**src/rtl/core/u16u8_pkg.sv**
```systemverilog
// ----------------------------------------------------------------------------
// u16u8_pkg
// Shared types, constants and the byte formatter for the UTF-16 to UTF-8
// encoder.
// ----------------------------------------------------------------------------
package u16u8_pkg;

  localparam int UNIT_W  = 16;
  localparam int CP_W    = 21;
  localparam int BYTE_W  = 8;
  localparam int QUEUE_DEPTH = 2;

  localparam logic [UNIT_W-1:0] HIGH_SURR_FIRST = 16'hD800;
  localparam logic [UNIT_W-1:0] HIGH_SURR_LAST  = 16'hDBFF;
  localparam logic [CP_W-1:0]   SUPP_BASE       = 21'h10000;
  localparam logic [CP_W-1:0]   MAX_ONE_BYTE    = 21'h00007F;
  localparam logic [CP_W-1:0]   MAX_TWO_BYTE    = 21'h0007FF;
  localparam logic [CP_W-1:0]   MAX_THREE_BYTE  = 21'h00FFFF;

  localparam logic [BYTE_W-1:0] LEAD_TWO   = 8'hC0;
  localparam logic [BYTE_W-1:0] LEAD_THREE = 8'hE0;
  localparam logic [BYTE_W-1:0] LEAD_FOUR  = 8'hF0;
  localparam logic [BYTE_W-1:0] CONT_MARK  = 8'h80;

  // Encoded length minus one.
  localparam logic [1:0] LEN_ONE   = 2'd0;
  localparam logic [1:0] LEN_TWO   = 2'd1;
  localparam logic [1:0] LEN_THREE = 2'd2;
  localparam logic [1:0] LEN_FOUR  = 2'd3;

  typedef struct packed {
    logic [CP_W-1:0] cp;
    logic [1:0]      len;
  } entry_t;

  typedef struct packed {
    logic   valid;
    entry_t entry;
  } queue_head_t;

  function automatic logic [BYTE_W-1:0] format_byte(input logic [CP_W-1:0] cp,
                                                    input logic [1:0] len,
                                                    input logic [1:0] idx);
    logic [1:0] remain;
    logic [BYTE_W-1:0] result;
    remain = len - idx;
    result = '0;
    if (idx == 2'd0) begin
      unique case (len)
        LEN_ONE:   result = {1'b0, cp[6:0]};
        LEN_TWO:   result = LEAD_TWO | {3'b000, cp[10:6]};
        LEN_THREE: result = LEAD_THREE | {4'b0000, cp[15:12]};
        LEN_FOUR:  result = LEAD_FOUR | {5'b00000, cp[20:18]};
        default:   result = '0;
      endcase
    end else begin
      unique case (remain)
        2'd0:    result = CONT_MARK | {2'b00, cp[5:0]};
        2'd1:    result = CONT_MARK | {2'b00, cp[11:6]};
        2'd2:    result = CONT_MARK | {2'b00, cp[17:12]};
        default: result = CONT_MARK;
      endcase
    end
    return result;
  endfunction

endpackage

```
**src/rtl/core/u16u8_front.sv**
```systemverilog
// ----------------------------------------------------------------------------
// u16u8_front
// Accepts UTF-16 code units, pairs surrogates and classifies each code point
// by its encoded length.
// ----------------------------------------------------------------------------
module u16u8_front (
  input  logic                        clk,
  input  logic                        rst,
  input  logic                        unit_valid,
  output logic                        unit_stall,
  input  logic [u16u8_pkg::UNIT_W-1:0] code_unit,
  input  logic                        queue_full,
  output logic                        push,
  output u16u8_pkg::entry_t           push_entry
);
  import u16u8_pkg::*;

  logic       high_pending;
  logic [9:0] high_bits;
  logic       accept;
  logic       is_high;
  logic [CP_W-1:0] cp;

  assign unit_stall = queue_full;
  assign accept     = unit_valid && !queue_full;
  assign is_high    = (code_unit >= HIGH_SURR_FIRST) && (code_unit <= HIGH_SURR_LAST);

  always_comb begin
    if (high_pending) begin
      cp = {1'b0, high_bits, code_unit[9:0]} + SUPP_BASE;
    end else begin
      cp = {5'b00000, code_unit};
    end
    push_entry.cp = cp;
    if (cp <= MAX_ONE_BYTE) begin
      push_entry.len = LEN_ONE;
    end else if (cp <= MAX_TWO_BYTE) begin
      push_entry.len = LEN_TWO;
    end else if (cp <= MAX_THREE_BYTE) begin
      push_entry.len = LEN_THREE;
    end else begin
      push_entry.len = LEN_FOUR;
    end
  end

  assign push = accept && (high_pending || !is_high);

  always_ff @(posedge clk) begin
    if (rst) begin
      high_pending <= 1'b0;
      high_bits    <= '0;
    end else if (accept) begin
      if (high_pending) begin
        high_pending <= 1'b0;
        high_bits    <= '0;
      end else if (is_high) begin
        high_pending <= 1'b1;
        high_bits    <= code_unit[9:0];
      end
    end
  end

endmodule

```
**src/rtl/core/u16u8_queue.sv**
```systemverilog
// ----------------------------------------------------------------------------
// u16u8_queue
// Short first-word-fall-through queue of classified code points between the
// front and back parts.
// ----------------------------------------------------------------------------
module u16u8_queue #(
  parameter int DEPTH = u16u8_pkg::QUEUE_DEPTH
) (
  input  logic                    clk,
  input  logic                    rst,
  input  logic                    push,
  input  u16u8_pkg::entry_t       push_entry,
  output logic                    full,
  input  logic                    pop,
  output u16u8_pkg::queue_head_t  head
);
  import u16u8_pkg::*;

  localparam int PTR_W = (DEPTH > 1) ? $clog2(DEPTH) : 1;
  localparam int CNT_W = $clog2(DEPTH + 1);
  localparam logic [PTR_W-1:0] LAST_PTR = PTR_W'(DEPTH - 1);

  entry_t           entries [DEPTH];
  logic [PTR_W-1:0] wr_ptr;
  logic [PTR_W-1:0] rd_ptr;
  logic [CNT_W-1:0] count;
  logic             do_push;
  logic             do_pop;

  assign full       = (count == CNT_W'(DEPTH));
  assign head.valid = (count != '0);
  assign head.entry = entries[rd_ptr];
  assign do_push    = push && !full;
  assign do_pop     = pop && head.valid;

  always_ff @(posedge clk) begin
    if (do_push) begin
      entries[wr_ptr] <= push_entry;
    end
  end

  always_ff @(posedge clk) begin
    if (rst) begin
      wr_ptr <= '0;
      rd_ptr <= '0;
      count  <= '0;
    end else begin
      if (do_push) begin
        wr_ptr <= (wr_ptr == LAST_PTR) ? '0 : wr_ptr + 1'b1;
      end
      if (do_pop) begin
        rd_ptr <= (rd_ptr == LAST_PTR) ? '0 : rd_ptr + 1'b1;
      end
      if (do_push && !do_pop) begin
        count <= count + 1'b1;
      end else if (do_pop && !do_push) begin
        count <= count - 1'b1;
      end
    end
  end

endmodule

```
**src/rtl/core/u16u8_back.sv**
```systemverilog
// ----------------------------------------------------------------------------
// u16u8_back
// Serializes each queued code point into its UTF-8 bytes, one byte per
// cycle while byte_stall is low, through a registered output stage.
// ----------------------------------------------------------------------------
module u16u8_back (
  input  logic                         clk,
  input  logic                         rst,
  input  u16u8_pkg::queue_head_t       head,
  output logic                         pop,
  output logic                         byte_valid,
  input  logic                         byte_stall,
  output logic [u16u8_pkg::BYTE_W-1:0] out_byte,
  output logic                         end_of_char
);
  import u16u8_pkg::*;

  logic [1:0] idx;
  logic       out_free;
  logic       load;
  logic       last;

  assign out_free = !byte_valid || !byte_stall;
  assign load     = out_free && head.valid;
  assign last     = (idx == head.entry.len);
  assign pop      = load && last;

  always_ff @(posedge clk) begin
    if (load) begin
      out_byte    <= format_byte(head.entry.cp, head.entry.len, idx);
      end_of_char <= last;
    end
  end

  always_ff @(posedge clk) begin
    if (rst) begin
      byte_valid <= 1'b0;
      idx        <= '0;
    end else begin
      if (out_free) begin
        byte_valid <= head.valid;
      end
      if (load) begin
        idx <= last ? 2'd0 : idx + 2'd1;
      end
    end
  end

endmodule

```
**src/rtl/core/utf16_to_utf8_encoder.sv**
```systemverilog
// ----------------------------------------------------------------------------
// utf16_to_utf8_encoder
// Converts a stream of UTF-16 code units into a stream of UTF-8 bytes.
// ----------------------------------------------------------------------------
// The input channel (unit_valid, unit_stall, code_unit) takes one code unit
// per request. The output channel (byte_valid, byte_stall, out_byte,
// end_of_char) gives one UTF-8 byte per request; end_of_char marks the last
// byte of each code point.
// A high surrogate produces no bytes and is joined with the unit that follows.
// The first byte of a unit passes through the queue and then the registered output stage.
// The output runs at one byte per cycle while byte_stall is low, and a code
// point yields one to four bytes by its encoded length; a surrogate pair
// yields four bytes for two units. The byte serializer sets the sustained rate.
// A queue of QUEUE_DEPTH code points sits between the input and the
// serializer, so the input keeps taking units while a byte waits.
// When the receiver stalls, the current byte holds and the queue fills;
// unit_stall rises once the queue is full.
// Reset empties the queue, drops a held high surrogate and clears byte_valid.
// ----------------------------------------------------------------------------
module utf16_to_utf8_encoder #(
  parameter int QUEUE_DEPTH = u16u8_pkg::QUEUE_DEPTH
) (
  input  logic                         clk,
  input  logic                         rst,
  input  logic                         unit_valid,
  output logic                         unit_stall,
  input  logic [u16u8_pkg::UNIT_W-1:0] code_unit,
  output logic                         byte_valid,
  input  logic                         byte_stall,
  output logic [u16u8_pkg::BYTE_W-1:0] out_byte,
  output logic                         end_of_char
);
  import u16u8_pkg::*;

  logic        queue_full;
  logic        push;
  entry_t      push_entry;
  logic        pop;
  queue_head_t head;

  u16u8_front u_front (
    .clk        (clk),
    .rst        (rst),
    .unit_valid (unit_valid),
    .unit_stall (unit_stall),
    .code_unit  (code_unit),
    .queue_full (queue_full),
    .push       (push),
    .push_entry (push_entry)
  );

  u16u8_queue #(
    .DEPTH (QUEUE_DEPTH)
  ) u_queue (
    .clk        (clk),
    .rst        (rst),
    .push       (push),
    .push_entry (push_entry),
    .full       (queue_full),
    .pop        (pop),
    .head       (head)
  );

  u16u8_back u_back (
    .clk         (clk),
    .rst         (rst),
    .head        (head),
    .pop         (pop),
    .byte_valid  (byte_valid),
    .byte_stall  (byte_stall),
    .out_byte    (out_byte),
    .end_of_char (end_of_char)
  );

endmodule

```
**config.mk**
```make
export PLATFORM = sky130hd
export DESIGN_NAME = utf16_to_utf8_encoder
export DESIGN_NICKNAME = d
export VERILOG_FILES = /design/src/rtl/core/u16u8_pkg.sv /design/src/rtl/core/u16u8_front.sv /design/src/rtl/core/u16u8_queue.sv /design/src/rtl/core/u16u8_back.sv /design/src/rtl/core/utf16_to_utf8_encoder.sv
export SDC_FILE = /design/constraint.sdc
export NUM_CORES = 1
export LEC_CHECK = 0
export ABC_AREA = 1
export BUFFER_PORTS_ARGS = -buffer_cell sky130_fd_sc_hd__buf_2
export CORE_AREA = 2 2 67 132
export DETAILED_ROUTE_END_ITERATION = 16
export DIE_AREA = 0 0 69 134
export GPL_ROUTABILITY_DRIVEN = 1
export GPL_TIMING_DRIVEN = 0
export PLACE_DENSITY = 0.72
export SYNTH_ARGS = -nofsm -noshare
export SYNTH_HDL_FRONTEND = slang
export SYNTH_HIERARCHICAL = 1
export SYNTH_SLANG_ARGS = --single-unit
```
**constraint.sdc**
```tcl
create_clock -name clk -period 2.7 [get_ports clk]
set_input_delay 0.54 -clock clk [delete_from_list [all_inputs] [get_ports clk]]
set_output_delay 0.54 -clock clk [all_outputs]
set_load 0.02 [all_outputs]
```
---- After elaboration in Yosys (flattened, before gate mapping) ----
Memories as Yosys holds them, arrays and structs flattened. A register that Yosys moved wholly into a read port is not among the register bits.
Index checks and enable logic that the tools add are counted.
word-level totals
  memories kept ........................... 1
  logic and storage cells ................. 73
  input bits .............................. 20
  output and inout port bits .............. 11
  flip-flop bits (word level) ............. 27
  bits in writable memories ............... 46
cells by class
  mux-type cells .......................... 20
  reductions and logical operators ........ 24
  eq/ne operators ......................... 7
  add/sub/neg operators ................... 7
  $lt $le $gt $ge ......................... 5
memory list
  memory           depth  bits a word  rd ports  clocked after Yosys merged registers in  wr ports  line               text
  u_queue.entries  2      23           1         1                                        1         u16u8_queue.sv:23  entry_t entries [DEPTH];
operator list
  operator                                                                 count
  8-bit one-hot mux with 4 select lines                                    1
  20-bit by 17-bit adder with 21-bit output, second input constant         1
  21-bit by 11-bit <= comparator with 1-bit output, second input constant  1
  21-bit by 16-bit <= comparator with 1-bit output, second input constant  1
  21-bit by 7-bit <= comparator with 1-bit output, second input constant   1
  21-bit 2-to-1 mux                                                        1
  10-bit 2-to-1 mux                                                        2
  6-bit one-hot mux with 3 select lines                                    1
  16-bit greater-or-equal comparator, second input constant                1
  16-bit <= comparator, second input constant                              1
  2-bit 2-to-1 mux                                                         5
  1-bit logical AND                                                        9
  1-bit 2-to-1 mux                                                         9
  2-bit == test, second input constant                                     4
  8-bit 2-to-1 mux                                                         1
  1-bit zero test                                                          6
  2-bit zero test                                                          3
  2-bit nonzero test                                                       3
  2-bit by 1-bit adder with 2-bit output, second input constant            2
  2-bit by 1-bit == test with 1-bit output, second input constant          2
  1-bit adder, second input constant                                       2
  2-bit == test                                                            1
  1-bit logical OR                                                         2
  2-bit AND reduction                                                      1
  other kinds (2)                                                          2

---- Logic depth before layout (Yosys ltp) ----
Gate-level depths: netlist (run 1).
  depth after elaboration ................. 10
  depth in mapped cells ................... 15
  gate-level depth less buffers ........... 14

---- Hierarchy ----
Netlist (run 1), hierarchy kept.
by module, submodules not included
  module       cells an instance  sequential area each (um^2)  area each (um^2)  times used
  u16u8_queue  108                1481.4                       1906.8            1
  u16u8_back   117                330.3                        868.3             1
  u16u8_front  127                220.2                        834.6             1

---- Worst setup path before layout (run 1) ----
No wires, ideal clock.
  kind .................................... input -> register
  start point ............................. in code_unit[11] (netlist name)
  end point ............................... mem u_queue/entries[1][0] (netlist name) (enable)
  required time ........................... 2.297 ns
  cell stages on the path ................. 7
  buffers on the path ..................... 0
  setup slack ............................. 0.311 ns
  data arrival time ....................... 1.986 ns
  library setup time ...................... 0.403 ns
  cells stage by stage .................... inv_1 nor3_2 nand2_1 o21ai_0 inv_1 o21ai_2 nor2_1
on the way
  longest elaborated chain between the ends .. 8
  elaborated cells between the ends (all ways) .. 9
  classes of those cells .................. 2 x order compare; 2 x mux; 5 x reduce/logical
RTL lines
  what                                                                        line                         text
  from (decl)                                                                 utf16_to_utf8_encoder.sv:27  input logic [u16u8_pkg::UNIT_W-1:0] code_unit,
  16-bit greater-or-equal comparator or 16-bit <= comparator (tied branches)  u16u8_front.sv:26            assign is_high = (code_unit >= HIGH_SURR_FIRST) && (code_unit <= HIGH_SURR_LAST);
  1-bit logical AND (*)                                                       u16u8_front.sv:26
  1-bit zero test (*)                                                         u16u8_front.sv:46            assign push = accept && (high_pending || !is_high);
  1-bit logical OR (*)                                                        u16u8_front.sv:46
  1-bit logical AND (*)                                                       u16u8_front.sv:46
  net push                                                                    utf16_to_utf8_encoder.sv:36  logic push;
  1-bit logical AND (*)                                                       u16u8_queue.sv:33            assign do_push = push && !full;
  1-bit 2-to-1 mux (*)                                                        u16u8_queue.sv:37            if (do_push) begin
  1-bit 2-to-1 mux (not written as such) (*)                                  u16u8_queue.sv:38            entries[wr_ptr] <= push_entry;
  to (decl)                                                                   u16u8_queue.sv:23
The timed path passes the listed nets; every way through them passes the cells marked *.

==> impl_results.md, run 1 <==
* Status: finished clean
* Setup TNS at 0 ps
* # IOs at 31
* # diodes at 0
* Row cnt at 47
* Clock Latency Late Sink at 320 ps
* H-tree depth at 3
* Cts bufs inserted at 9
* First-pass GRT wire length at 11,900 um
* Synthesized area per cell at 10.3 um^2
* Clk slew on worst S/H paths at 50 ps
* Req. time, crit path at 2960 ps
* Filler cells at 741
* Area of the multi-input gates at 1270 um^2
* Final worst path period share at 91.8%
* Synth area leader: edfxtp_1
* Die Ht at 134 um
* Post-Route WL at 7150 um
* Ys Warns at 6
* DR pass1 iterations at 4
* Detailed placement HPWL at 5480 um
* Starting density of the core at 43.8%
* Synth area leaders: edfxtp_1, dfxtp_1, mux2_2
* Initial antenna violation count at 0
* Final Critical Period at 2480 ps
* Die Wd at 69 um
* Seq. cell area at 2030 um^2
* CTS tree: yes
* Vias at 2,553
* Post-CTS Setup Bufs at 0
* Post-Layout Cell Count at 498
* Synth top area share at 45.8%
* Max_cap viols at 0
* Post-synth top flop: edfxtp_1
* Post-CTS sizing at 0
* Power per Cell Area at 866 nW/um^2
* Yosys reg bits at 74
* Most common cell after layout, fill and taps aside: nand2_1
* Post-synthesis sequential area ratio at 56.3%
* Clock Skew at 5.53 ps
* Placed cell count at 482
* Routed Antenna Nets at 0
* CTS Hold Bufs at 0
* Final setup viols at 0
* Final Hold Viols at 0
* Worst Reg-to-Reg Cells at 12
* DIE AREA at 9250 um^2
* # DRC at 0
* CP Launch Type: register
* Final Wtd Congestion at 0.870
* Min-Delay Path Depth at 2
* Largest net degree at the start of global routing at 20
* Hold Crit Class: in2reg
* Clk root buf: clkbuf_16
* Leak at 1.69 nW
* Grt total ovfl at 0
* Ys async rst share at 0%
* Syn-to-layout area delta at 16.8%
* Nets at 419
* WL/cell at 14.4 um
* Worst-margin pin slew at 465 ps
* EDFF count, synth at 55
* Final Max Tran Viols at 0
* F_max at 403 MHz
* RSZ-0062 raised after global routing: no
* Highest-count cells in the layout ignoring fill and taps: nand2_1, edfxtp_1, nand3_1, buf_2, inv_1
* Layout cell share with drive strength beyond 1 at 29.3%
* Clock Sinks at 74
* Number of port buffers at 30
* Core area at 8230 um^2
* Initial DRC count at 148
* Synth Cell Area at 3610 um^2
* WS Path Type: reg2reg
* Syn Nets at 376
* GRT Util Overall at 16.4%
* CP Capture Type: register
* Worst-path fanout max at 9
* Avg Vias per Cell at 5.13
* Distinct cells, synth at 29
* Mapped Cells at 352
* CTS Buffer Depth at 2
* Peak VDD IR at 0.446 mV
* Worst Path Arrival at 2740 ps
* Headroom to the max-slew limit at 69.0%
* Vias in the first global route at 2,571
-- power breakdown --
part	switching [W]	internal, W
Sequential	0.0000492	0.00145
Clock	0.000435	0.000741
Combinational	0.000625	0.000349
Total	0.00111	0.00254
-- worst max-delay path: stages, from the launching register on --
cell and delay (ps):
dfxtp_1 460, mux2_2 460, inv_2 180, ha_1 230
nand2_1 130, nor2_1 200, nand2_1 90, ha_1 320
inv_1 80, nand3_1 80, nand2_1 60, inv_1 40
nor2_1 80
-- registers in the layout, indices dropped and copies added, names as in the netlist, 2 cells and up, named ones only --
name / flops
u_back/idx: 2
u_back/out_byte: 8
u_front/high_bits: 10
u_queue/count: 2
u_queue/entries: 46
-- path summary, 6_finish.rpt --
kind                                            from                    to  slack [ps]
worst max-delay path                        register      u_queue/count[1]         220
worst min-delay path                             rst         u_back/idx[0]         460
worst max register to register              register      u_queue/count[1]         220
worst min register to register  u_front/high_bits[3]  u_front/high_bits[3]         470
-- synth_stat cells (all sizes together) (4+ instances only) --
master,n
nand2,76
edfxtp,55
nand3,54
inv,35
nor2,25
mux2,23
buf,20
dfxtp,19
a21oi,17
o21ai,14
ha,4
-- stage by stage --
| step | total power (W) | setup WS [ps] | hold slack (ps) | utilization (%) | instance area [um^2] |
|---|---|---|---|---|---|
| floorplan | 0.00223 | 311 | 441 | - | 3610 |
| global placement | 0.00246 | -391 | 458 | 47.2 | 3880 |
| detailed placement | 0.00249 | 247 | 458 | 47.6 | 3920 |
| CTS | 0.00367 | 222 | 455 | 51.2 | 4220 |
| global route | 0.00385 | 40.3 | 461 | 51.2 | 4220 |
| finish | 0.00365 | 221 | 464 | 51.2 | 4220 |
-- routing by layer --
metal | up-vias | GRT usage [%] | part of all wire, %
met4 | 0 | 11.1 | 3.7
met5 | - | 0 | 0
li1 | 1283 | - | -
met1 | 1173 | 15.7 | 35
met2 | 79 | 31.0 | 58
met3 | 18 | 2.85 | 3.4
-- layout make-up --
type                       instances  share of cell area, %
sequential                        74                   48.2
multi-input combinational        222                   30.1
clock buffer                      12                   5.85
timing repair buffer              32                   4.27
buffer                            21                   4.27
inverter                          35                   3.12
tap                               98                   2.91
clock inverter                     4                   1.25
-- cell families after synthesis --
logic type | after synthesis | share of synthesized area [%]
flops | 74 | 56.3
fa+ha+maj | 4 | 1.39
buf+inv | 56 | 8.63
simple gates | 160 | 21.4
mux | 23 | 7.18
compound gates | 35 | 5.13
(Power assumes the default switching activity.)
==> run 2, diff against run 1 <==
- CORE_AREA: 2 2 67 132 -> 2 2 59 116
- DIE_AREA: 0 0 69 134 -> 0 0 61 118
- PLACE_DENSITY: 0.72 -> 0.87
==> run 2 against run 1 <==
Net effect: core utilization rose by 16 points; via count rose by 3.0%; die area fell by 22%; setup slack got worse by 40 ps; wire length rose by 5.6%; largest power group unchanged; highest routed layer unchanged.
==> impl_results.md, run 2 (synthesized netlist as in run 1, its figures left out) <==
* Worst-path fanout max at 9
* Core area at 6310 um^2
* Peak VDD IR at 0.509 mV
* Die Wd at 61 um
* Cell Area, Placed at 3900 um^2
* Post-CTS Setup Bufs at 0
* Syn-to-layout area delta at 17.3%
* Most common cell after layout, fill and taps aside: nand2_1
* Largest net degree at the start of global routing at 19
* Vias in the first global route at 2,715
* Power per Cell Area at 894 nW/um^2
* RSZ-0062 raised after global routing: no
* Final Critical Period at 2520 ps
* Comb pwr share at 26.5%
* Clock Skew at 5.37 ps
* # DRC at 0
* Setup TNS at 0 ps
* Vias at 2,630
* Top flop regs: u_queue/entries: 46 flops, u_front/high_bits: 10 flops, u_back/out_byte: 8 flops
* Switch Pwr at 0.00116 W
* Reg power frac at 39.7%
* Number of port buffers at 30
* CP Capture Type: register
* First-pass GRT wire length at 12,300 um
* Finished layout cell area at 4240 um^2
* Clock Latency Late Sink at 340 ps
* Register name with the most flops: u_queue/entries
* Nets at 419
* Status: finished clean
* CTS tree: yes
* Detailed placement HPWL at 5590 um
* Worst Path Arrival at 2800 ps
* Final setup viols at 0
* CTS Buffer Depth at 2
* Starting density of the core at 57.2%
* F_max at 397 MHz
* Dpl ws at 228 ps
* Clk slew on worst S/H paths at 60 ps
* GRT Util Overall at 23.7%
* CP Launch Type: register
* # diodes at 0
* Leak at 1.72 nW
* Routed Antenna Nets at 0
* Final Hold Viols at 0
* # IOs at 31
* Die Ht at 118 um
* DIE AREA at 7200 um^2
* CTS Hold Bufs at 0
* Req. time, crit path at 2980 ps
* Largest register FFs at 46
* Initial DRC count at 150
* Filler cells at 457
* Row cnt at 41
* Highest-count cells in the layout ignoring fill and taps: nand2_1, edfxtp_1, nand3_1, buf_2, inv_1
* Clock Sinks at 74
* Cell Int Power at 0.00263 W
* Final Wtd Congestion at 0.857
* Final worst path period share at 93.3%
* Clock network power share at 33.9%
* H-tree depth at 3
* Area of the multi-input gates at 1270 um^2
* Post-Route WL at 7550 um
* Grt total ovfl at 0
* Seq. cell area at 2030 um^2
* Post-CTS sizing at 0
* Layout cell share with drive strength beyond 1 at 29.8%
* Initial antenna violation count at 0
* Final Max Tran Viols at 0
* Final WS setup at 181 ps
* Avg Vias per Cell at 5.41
* Max_cap viols at 0
* Sw frac at 30.6%
* Cts bufs inserted at 9
* Worst-margin pin slew at 459 ps
* WS Path Type: reg2reg
* Clk root buf: clkbuf_16
* WL/cell at 15.5 um
* Headroom to the max-slew limit at 69.4%
* DR pass1 iterations at 5
* Hold Crit Class: reg2reg
-- run 2: critical path, stage by stage, from the launching register on --
cell     delay (ps)
dfxtp_1         440
mux2_2          460
inv_2           180
ha_1            230
nand2_1         130
nor2_1          250
nand2_1         100
ha_1            340
inv_1            90
nand3_1          80
nand2_1          60
inv_1            40
nor2_1           80
-- run 2: layout make-up --
class | instances | share of cell area [%]
multi-input combinational | 222 | 30.0
clock inverter | 5 | 1.36
inverter | 35 | 3.10
timing repair buffer | 32 | 4.25
tap | 86 | 2.54
buffer | 21 | 4.25
clock buffer | 11 | 6.50
sequential | 74 | 48.0
-- run 2: worst paths after layout --
check	startpoint	end	slack [ps]	cells after the start
setup / recovery	register	u_queue/count[1]	180	12
hold / removal	u_front/high_bits[0]	u_front/high_bits[0]	470	2
setup reg to reg	register	u_queue/count[1]	180	12
hold reg to reg	u_front/high_bits[0]	u_front/high_bits[0]	470	2
-- run 2: layer usage --
| layer | vias to the layer above | track usage [%] | part of all wire [%] |
|---|---|---|---|
| li1 | 1278 | - | - |
| met1 | 1222 | 23.2 | 35 |
| met2 | 98 | 40.3 | 57 |
| met3 | 32 | 7.03 | 4.3 |
| met4 | 0 | 15.6 | 4.2 |
| met5 | - | 0 | 0 |
-- run 2: per-stage QoR --
| step | cells | utilization (%) | hold WS, ps | total power (W) |
|---|---|---|---|---|
| 6_report | 486 | 67.1 | 465 | 0.00379 |
| 5_1_grt | 486 | 67.1 | 480 | 0.00396 |
| 4_1_cts | 486 | 67.1 | 452 | 0.00379 |
| 3_5_place_dp | 470 | 61.8 | 460 | 0.00250 |
| 3_3_place_gp | 468 | 61.3 | 455 | 0.00244 |
| 2_1_floorplan | 352 | - | 441 | 0.00223 |
-- run 2: power by group through the flow --
stage | registers, W | logic, W | clock network (W)
floorplan | 0.00159 | 0.000645 | 0
global placement | 0.00152 | 0.000916 | 0
detailed placement | 0.00153 | 0.000979 | 0
CTS | 0.00150 | 0.000987 | 0.00131
global route | 0.00152 | 0.00110 | 0.00134
finish | 0.00150 | 0.00100 | 0.00128
==> run 3, diff against run 2 <==
- CELL_PAD_IN_SITES_DETAIL_PLACEMENT: not set -> 0
- CELL_PAD_IN_SITES_GLOBAL_PLACEMENT: not set -> 2
- CORE_AREA: 2 2 59 116 -> 2 2 72 142
- DIE_AREA: 0 0 61 118 -> 0 0 74 144
==> run 3 against run 2 <==
Net effect: clock power decreased by 14%; combinational power hardly changed; wire length is 2.3% lower; sequential power is essentially flat; final cell count increased by 9.5%; largest cell class unchanged.
==> impl_results.md, run 3 (synthesized netlist as in run 1, its figures left out) <==
* Worst-path fanout max at 9
* Core area at 9640 um^2
* Min-Delay Path Depth at 2
* Post-CTS Setup Bufs at 0
* First-pass GRT wire length at 12,200 um
* Cts bufs inserted at 9
* Final setup viols at 0
* Post-Layout Cell Count at 532
* CTS Hold Bufs at 0
* Post-CTS sizing at 0
* Syn-to-layout area delta at 17.5%
* Sw frac at 32.2%
* Final Wtd Congestion at 0.775
* Initial antenna violation count at 0
* Initial DRC count at 135
* Finished layout cell area at 4240 um^2
* RSZ-0062 raised after global routing: no
* Final worst path period share at 90.2%
* WHS Endpoint: u_front/high_bits[4]
* Routed Antenna Nets at 0
* CP Capture Type: register
* Clk root buf: clkbuf_16
* Peak VDD IR at 0.383 mV
* Register name with the most flops: u_queue/entries
* Layout cell share with drive strength beyond 1 at 29.8%
* Critical Path Max Stage Delay at 440 ps
* Hold Crit Class: reg2reg
* Final Hold Viols at 0
* Reg power frac at 41.8%
* WS Path Type: reg2reg
* Placed cell count at 516
* Nets at 419
* Final Max Tran Viols at 0
* # DRC at 0
* WL/cell at 13.9 um
* Clock Skew at 6.87 ps
* Worst-path cell chain: mux2_2, inv_2, ha_1, nand2_1, nor2_1, nand2_1, ha_1, inv_1, nand3_1, nand2_1, inv_1, nor2_1
* Most common cell after layout, fill and taps aside: nand2_1
* Detailed placement HPWL at 5770 um
* Clk slew on worst S/H paths at 60 ps
* Top flop regs: u_queue/entries: 46 flops, u_front/high_bits: 10 flops, u_back/out_byte: 8 flops
* Vias in the first global route at 2,444
* CP Launch Type: register
* Worst Path Arrival at 2700 ps
* DIE AREA at 10,700 um^2
* H-tree depth at 3
* DR pass1 iterations at 4
* Highest-count cells in the layout ignoring fill and taps: nand2_1, edfxtp_1, nand3_1, buf_2, inv_1
* Max_cap viols at 0
* Post-Route WL at 7380 um
* Final Critical Period at 2430 ps
* Largest net degree at the start of global routing at 21
* Largest register FFs at 46
* GRT Util Overall at 15.6%
* Leak at 1.69 nW
* # diodes at 0
* # IOs at 31
* CTS tree: yes
* Row cnt at 51
* CP max stage cell: mux2_2
* Most frequent cell on the critical path: nand2_1
* Worst hold start: u_front/high_bits[4]
* Cell Area, Placed at 3960 um^2
* Worst-margin pin slew at 511 ps
* Starting density of the core at 37.5%
* Switch Pwr at 0.00115 W
* Seq. cell area at 2030 um^2
* Filler cells at 931
* Cell Int Power at 0.00243 W
* R2R Path End: u_queue/count[1]
* Worst Reg-to-Reg Cells at 12
* Comb pwr share at 27.4%
* F_max at 411 MHz
* Die Ht at 144 um
* CTS Buffer Depth at 2
* Number of port buffers at 30
* Area of the multi-input gates at 1270 um^2
* Grt total ovfl at 0
* Avg Vias per Cell at 4.70
* Clock Latency Late Sink at 330 ps
* Clock Sinks at 74
* Power per Cell Area at 844 nW/um^2
* Req. time, crit path at 2970 ps
* Clock network power share at 30.7%
* Vias at 2,502
* Worst R2R Setup Slack at 270 ps
* Headroom to the max-slew limit at 65.9%
* Status: finished clean
* Die Wd at 74 um
[run 3: power by group through the flow]
| stage | Sequential [W] | Clock, W | Combinational (W) |
|---|---|---|---|
| floorplan | 0.00159 | 0 | 0.000645 |
| global placement | 0.00152 | 0 | 0.000955 |
| finish | 0.00150 | 0.00110 | 0.000982 |
| CTS | 0.00150 | 0.00113 | 0.000991 |
| global route | 0.00151 | 0.00118 | 0.00109 |
| detailed placement | 0.00152 | 0 | 0.000985 |
[run 3: critical path, delay by kind of cell, from the launching register on]
kind | cells | cell delay [ps]
multiplexers | 1 | 440
buffers and inverters | 3 | 310
AND/OR/NAND/NOR | 6 | 670
flip-flops | 1 | 390
adder cells (fa/ha/maj) | 2 | 550
[run 3: layer usage]
layer / share of wire [%] / global-route usage, % / vias up
met5: 0 / 0 / -
met4: 3.6 / 8.42 / 0
met3: 3.0 / 3.00 / 19
met2: 58 / 29.2 / 67
met1: 35 / 15.3 / 1139
li1: - / - / 1277
[run 3: worst max-delay path by stage]
stage / cells past startpoint / start / to / slack [ps]
final: 12 / register / u_queue/count[1] / 270
after global routing: 14 / register / u_queue/count[1] / 90
after CTS: 12 / register / u_queue/count[1] / 170
after detailed placement: 12 / register / u_queue/count[1] / 200
after global placement: 8 / code_unit[14] / u_queue/entries[1][2] / -310
after floorplan: 7 / code_unit[11] / u_queue/entries[1][0] / 310
[run 3: area by class of cell]
class / count / area share, %
Multi-Input combinational cell: 222 / 30.0
Buffer: 21 / 4.25
Timing Repair Buffer: 32 / 4.25
Sequential cell: 74 / 47.9
Inverter: 35 / 3.10
Clock inverter: 7 / 1.27
Tap cell: 132 / 3.89
Clock buffer: 9 / 5.31
[run 3: through the flow]
stage / TNS, ps / util [%] / power, W / hold WS [ps] / worst slack [ps]
after detailed placement: 0 / 41.1 / 0.00251 / 457 / 198
after global placement: -13970 / 40.7 / 0.00248 / 451 / -307
after floorplan: 0 / - / 0.00223 / 441 / 311
after global routing: 0 / 44.0 / 0.00378 / 467 / 86.4
after CTS: 0 / 44.0 / 0.00362 / 454 / 172
final: 0 / 44.0 / 0.00358 / 461 / 266
